### src/hw/rtl/hmt_pkg.sv
// Package for the horizon mask test block: shared types, register indexes,
// opcodes and reset values. No dependencies.
package hmt_pkg;

    localparam int AZ_W      = 16;
    localparam int ALT_W     = 15;
    localparam int CNT_CFG_W = 7;
    localparam int CFG_IDX_W = 2;
    localparam int CFG_W     = 15;

    localparam logic [AZ_W-1:0] AZ_FULL = 16'd36000;

    localparam logic [CFG_IDX_W-1:0] CFG_MIN_ALT = 2'd0;
    localparam logic [CFG_IDX_W-1:0] CFG_MAX_ALT = 2'd1;
    localparam logic [CFG_IDX_W-1:0] CFG_POINTS  = 2'd2;

    localparam logic OP_WRITE = 1'b0;
    localparam logic OP_QUERY = 1'b1;

    localparam logic signed [ALT_W-1:0] MIN_ALT_RST = -15'sd9000;
    localparam logic signed [ALT_W-1:0] MAX_ALT_RST = 15'sd9000;

    typedef struct packed {
        logic [AZ_W-1:0]          az;
        logic signed [ALT_W-1:0]  alt;
    } point_t;

    typedef struct packed {
        logic clear;
        logic valid;
        logic first;
    } seg_ctl_t;

    typedef struct packed {
        logic busy;
        logic acc;
    } seg_sts_t;

    // Azimuth modulo 36000 for any 16-bit value (one conditional subtract).
    function automatic logic [AZ_W-1:0] az_reduce(input logic [AZ_W-1:0] az);
        logic [AZ_W-1:0] r;
        r = (az >= AZ_FULL) ? az - AZ_FULL : az;
        return r;
    endfunction

endpackage

### src/hw/rtl/hmt_seg_unit.sv
// Shared segment unit: azimuth offset, straddle test, cross-multiplied
// altitude compare and crossing-parity accumulator. Depends on hmt_pkg.
module hmt_seg_unit (
    input  logic                               clk,
    input  logic                               rst_n,
    input  hmt_pkg::seg_ctl_t                  ctl,
    input  logic [hmt_pkg::AZ_W-1:0]           target_az,
    input  logic signed [hmt_pkg::ALT_W-1:0]   target_alt,
    input  hmt_pkg::point_t                    point,
    output hmt_pkg::seg_sts_t                  sts
);

    logic signed [17:0] t_raw;
    logic signed [17:0] t_wrap;
    logic signed [15:0] x_next;

    logic               v1_reg;
    logic               first1_reg;
    logic signed [15:0] x1_reg;
    logic signed [hmt_pkg::ALT_W-1:0] a1_reg;
    logic signed [15:0] xp_reg;
    logic signed [hmt_pkg::ALT_W-1:0] ap_reg;

    logic signed [16:0] d_next;
    logic               qual_next;
    logic               v2_reg;
    logic               qual_reg;
    logic               dpos_reg;
    logic signed [30:0] p1_reg;
    logic signed [30:0] p2_reg;
    logic signed [31:0] p3_reg;

    logic signed [32:0] num;
    logic signed [32:0] rhs;
    logic               hit;
    logic               acc_reg;

    // offset in [-18000, 18000)
    always_comb
    begin
        t_raw = $signed({2'b00, target_az}) - $signed({2'b00, point.az}) + 18'sd18000;
        if (t_raw < 18'sd0)
        begin
            t_wrap = t_raw + 18'sd36000;
        end
        else if (t_raw >= 18'sd36000)
        begin
            t_wrap = t_raw - 18'sd36000;
        end
        else
        begin
            t_wrap = t_raw;
        end
        x_next = 16'(t_wrap - 18'sd18000);
    end

    always_comb
    begin
        d_next    = 17'(x1_reg) - 17'(xp_reg);
        qual_next = !((xp_reg > 16'sd0) && (x1_reg > 16'sd0))
                 && !((xp_reg < 16'sd0) && (x1_reg < 16'sd0))
                 && (d_next != 17'sd0)
                 && (d_next > -17'sd18000) && (d_next < 17'sd18000);
    end

    always_ff @(posedge clk or negedge rst_n)
    begin
        if (!rst_n)
        begin
            v1_reg     <= 1'b0;
            first1_reg <= 1'b0;
            v2_reg     <= 1'b0;
        end
        else
        begin
            v1_reg     <= ctl.valid;
            first1_reg <= ctl.first;
            v2_reg     <= v1_reg && !first1_reg;
        end
    end

    always_ff @(posedge clk)
    begin
        x1_reg <= x_next;
        a1_reg <= point.alt;
        if (v1_reg)
        begin
            xp_reg   <= x1_reg;
            ap_reg   <= a1_reg;
            qual_reg <= qual_next;
            dpos_reg <= (d_next > 17'sd0);
            p1_reg   <= ap_reg * x1_reg;
            p2_reg   <= a1_reg * xp_reg;
            p3_reg   <= target_alt * d_next;
        end
    end

    always_comb
    begin
        num = 33'(p1_reg) - 33'(p2_reg);
        rhs = 33'(p3_reg);
        hit = qual_reg && (dpos_reg ? (num > rhs) : (num < rhs));
    end

    always_ff @(posedge clk or negedge rst_n)
    begin
        if (!rst_n)
        begin
            acc_reg <= 1'b0;
        end
        else if (ctl.clear)
        begin
            acc_reg <= 1'b0;
        end
        else if (v2_reg)
        begin
            acc_reg <= acc_reg ^ hit;
        end
    end

    assign sts.busy = v1_reg || v2_reg;
    assign sts.acc  = acc_reg;

endmodule

### config.mk
export PLATFORM = sky130hd
export DESIGN_NAME = hmt_seg_unit
export DESIGN_NICKNAME = d
export VERILOG_FILES = /design/src/hw/rtl/hmt_pkg.sv /design/src/hw/rtl/hmt_seg_unit.sv
export SDC_FILE = /design/constraint.sdc
export NUM_CORES = 2
export LEC_CHECK = 0
export ABC_AREA = 1
export BUFFER_PORTS_ARGS = -buffer_cell sky130_fd_sc_hd__buf_2
export CAP_MARGIN = 30
export CORE_MARGIN = 2
export CORE_UTILIZATION = 25
export CTS_BUF_LIST = sky130_fd_sc_hd__clkbuf_16
export CTS_CLUSTER_DIAMETER = 30
export DETAILED_ROUTE_END_ITERATION = 7
export PLACE_DENSITY = 0.42
export SLEW_MARGIN = 0
export SYNTH_ARGS = -nofsm -noshare
export SYNTH_HDL_FRONTEND = slang
export SYNTH_SLANG_ARGS = --single-unit
### constraint.sdc
create_clock -name clk -period 10.56 [get_ports clk]
set_input_delay 0.528 -clock clk [delete_from_list [all_inputs] [get_ports clk]]
set_output_delay 0.528 -clock clk [all_outputs]
set_load 0.005 [all_outputs]
==> flow_summary_export.csv <==
group,metric,value,unit
status,status,"complete, no violations",
drt,drtIter0Drc,1271,
clock_tree,cts.clk_slew.worst_paths,80,ps
placement,dp_hpwl,86.3,mm
synth,syn_area_per_cell,8.54,µm²
global_routing,groute.usage.overall,14.1,%
sta,max_freq,106,MHz
drt,dr.pass1.iters,5,
drt,drc,0,
clock_tree,worstSkewPairLatency,500,ps
synth,ys_ff_latch,162,
finish,final_layout_size_suffix_gt1_share,4.94,%
synth,async_flop_share,2.47,%
synth,synth.area.top_cells,"fa_1 (39%), ha_1 (12%), inv_1 (12%), edfxtp_1 (10%), nand2_1 (9.5%)",
die,num_rows,140,
die,ios,69,
global_routing,grt_max_degree,54,
setup_path,crit_arrival,9730,ps
sta,setup_tns,0,ps
synth,ys_seq_area_share,12.4,%
global_routing,gr-total-overflow,0,
drt,via_per_inst,4.26,
setup_path,cp_max_fo,17,
setup_path,critPathSlowestCell,"a2111oi_0",
synth,syn_nets,5438,
setup_path,crit_type,"register to register",
sta,relSlewSlack,37.3,%
sta,rsz0062_at_grt,"no",
placement,io_buffers,68,
placement,globalplace.congestion,0.835,
die,dieArea,150000,µm²
clock_tree,tritoncts,"done",
drt,vias,26500,
clock_tree,cts_made_buffers,17,
die,fp.dieH,387,µm
die,die_width,387,µm
synth,synth_area,36700,µm²
setup_path,required,10810,ps
min_path,hold_class,"input pin to register",
finish,nets,5438,
sta,worst_pin_slew,917,ps
global_routing,grt_pass1_vias,29000,
clock_tree,clock-sinks,162,
clock_tree,cts_resized,0,
finish,area_delta_synth_final,8.94,%
sta,hold_viol,0,
sta,setup-violations-final,0,
global_routing,antenna_found_initial,4,
drt,ant_nets,0,
sta,finalMaxSlewViolations,0,
setup_path,startpoint_type,"register",
placement,place_area,39300,µm²
clock_tree,cts-root-buf,"clkbuf_16",
flow_run,cap_violations,0,
clock_tree,htree_levels,4,
finish,fin_util,27.4,%
synth,yosysWarnings,0,
synth,ys_types,50,
drt,routedWlPerCell,16.3,µm
clock_tree,hold_buffers,1,
finish,register_area,4540,µm²
finish,n_fill_cell,15800,
sta,period_minus_slack,9470,ps
synth,yosys_most_used_dff,"edfxtp_1",
sta,timing.final.crit_share,89.7,%
sta,skew,17.2,ps
finish,multiInputGateArea,27300,µm²
setup_path,cpPeakStageDelay,730,ps
finish,largest_reg_flops,32,
global_routing,grt_first_pass_wirelength,164,mm
synth,yosys.area.top_type,"fa_1",
drt,wl,101,mm
clock_tree,post_cts_buffers,0,
synth,synthCells,4295,
clock_tree,clock_path_buffers,2,
die,coreArea,146000,µm²
synth,yosysTopAreaCellShare,39.3,%
die,initial_core_util,25.2,%
setup_path,end_kind,"register",
synth,synth-edff-count,127,
finish,finalInstanceArea,40000,µm²
## cells by family after synthesis
| logic type | after synthesis | share of synthesized area (%) |
|---|---|---|
| adders and majority gates | 1076 | 51.4 |
| buffers and inverters | 1284 | 13.2 |
| and+or+nand+nor | 1304 | 14.5 |
| DFF | 162 | 12.4 |
| xor gates and xnor gates | 161 | 3.88 |
| AOI/OAI and AO/OA | 308 | 4.70 |
## cell type report
| cell class | count | area share, % |
|---|---|---|
| multi-input cells | 2849 | 68.4 |
| clock buffers | 17 | 1.06 |
| diodes | 1 | 0.00626 |
| inverters | 1151 | 10.8 |
| repair buffers | 114 | 1.92 |
| flip-flops and latches | 162 | 11.4 |
| clock inverters | 15 | 0.485 |
| well taps | 1917 | 6.00 |
## cell usage in the layout (no fill, tap or decap), types with 3 or more instances in the layout
cell and n:
inv_1 1144, nand2_1 930, fa_1 721, ha_1 355
nor2_1 185, a21oi_1 165, edfxtp_1 127, xor2_1 97
nand3_1 72, buf_2 68, xnor2_1 62, o21ai_0 53
buf_4 41, dfxtp_1 31, or2_2 24, o21ai_1 24
nor3_1 21, nand4_1 21, clkbuf_16 17, nand2_2 13
o21bai_1 11, nor2_2 9, a21boi_0 8, nor4_1 8
a21o_1 7, nand3b_1 6, a21boi_1 6, nand3_2 6
o211ai_1 6, o31ai_1 5, clkinv_1 5, a31oi_1 5
o21a_1 4, a21oi_2 4, nand2_4 4, inv_6 4
buf_16 4, inv_2 3, dfrtp_1 3, clkinv_8 3
## through the flow
step	std cells	setup slack, ps	hold slack, ps
2_1_floorplan	4295	2390	232
3_3_place_gp	6188	1270	338
3_5_place_dp	6192	1130	334
4_1_cts	6225	1110	79.8
5_1_grt	6225	423	86.9
6_report	6226	1090	125
## per-layer routing
layer,vias to the layer above,GRT usage [%],share of wire [%]
li1,12700,-,-
met1,13300,19.4,46
met2,463,23.4,47
met3,79,2.14,4.2
met4,8,3.35,2.0
met5,-,0,0.054
## cells in the mapped netlist, types with 24 or more instances
cell	number
a21oi_1	165
o21ai_0	53
xnor2_1	62
dfxtp_1	31
edfxtp_1	127
ha_1	355
or2_2	24
xor2_1	97
fa_1	721
nor2_1	185
nand2_1	930
inv_1	1143
nand3_1	72
clkbuf_1	131
o21ai_1	24
## worst paths after layout
| path | startpoint | depth (start not counted) | slack (ps) | endpoint |
|---|---|---|---|---|
| max in group asynchronous | rst_n | 2 | 10070 | v1_reg |
| max | x1_reg[0] | 34 | 1090 | p3_reg[30] |
| min | point[0] | 1 | 130 | a1_reg[0] |
| min reg2reg | first1_reg | 1 | 410 | v2_reg |
| max reg2reg | x1_reg[0] | 34 | 1090 | p3_reg[30] |
| min in group asynchronous | rst_n | 2 | 360 | v1_reg |
## worst max-delay path, delay by kind of cell, from the launching register on
family / cells / cell delay, ps
AND/OR/NAND/NOR: 11 / 1390
buffers and inverters: 6 / 1230
adder cells (fa/ha/maj): 9 / 4070
flip-flops: 1 / 310
XOR/XNOR: 1 / 80
AO/OA/AOI/OAI: 7 / 2150
Power is not shown: default switching activity piles up to over one toggle a cycle in this logic, so the estimate is an artifact.
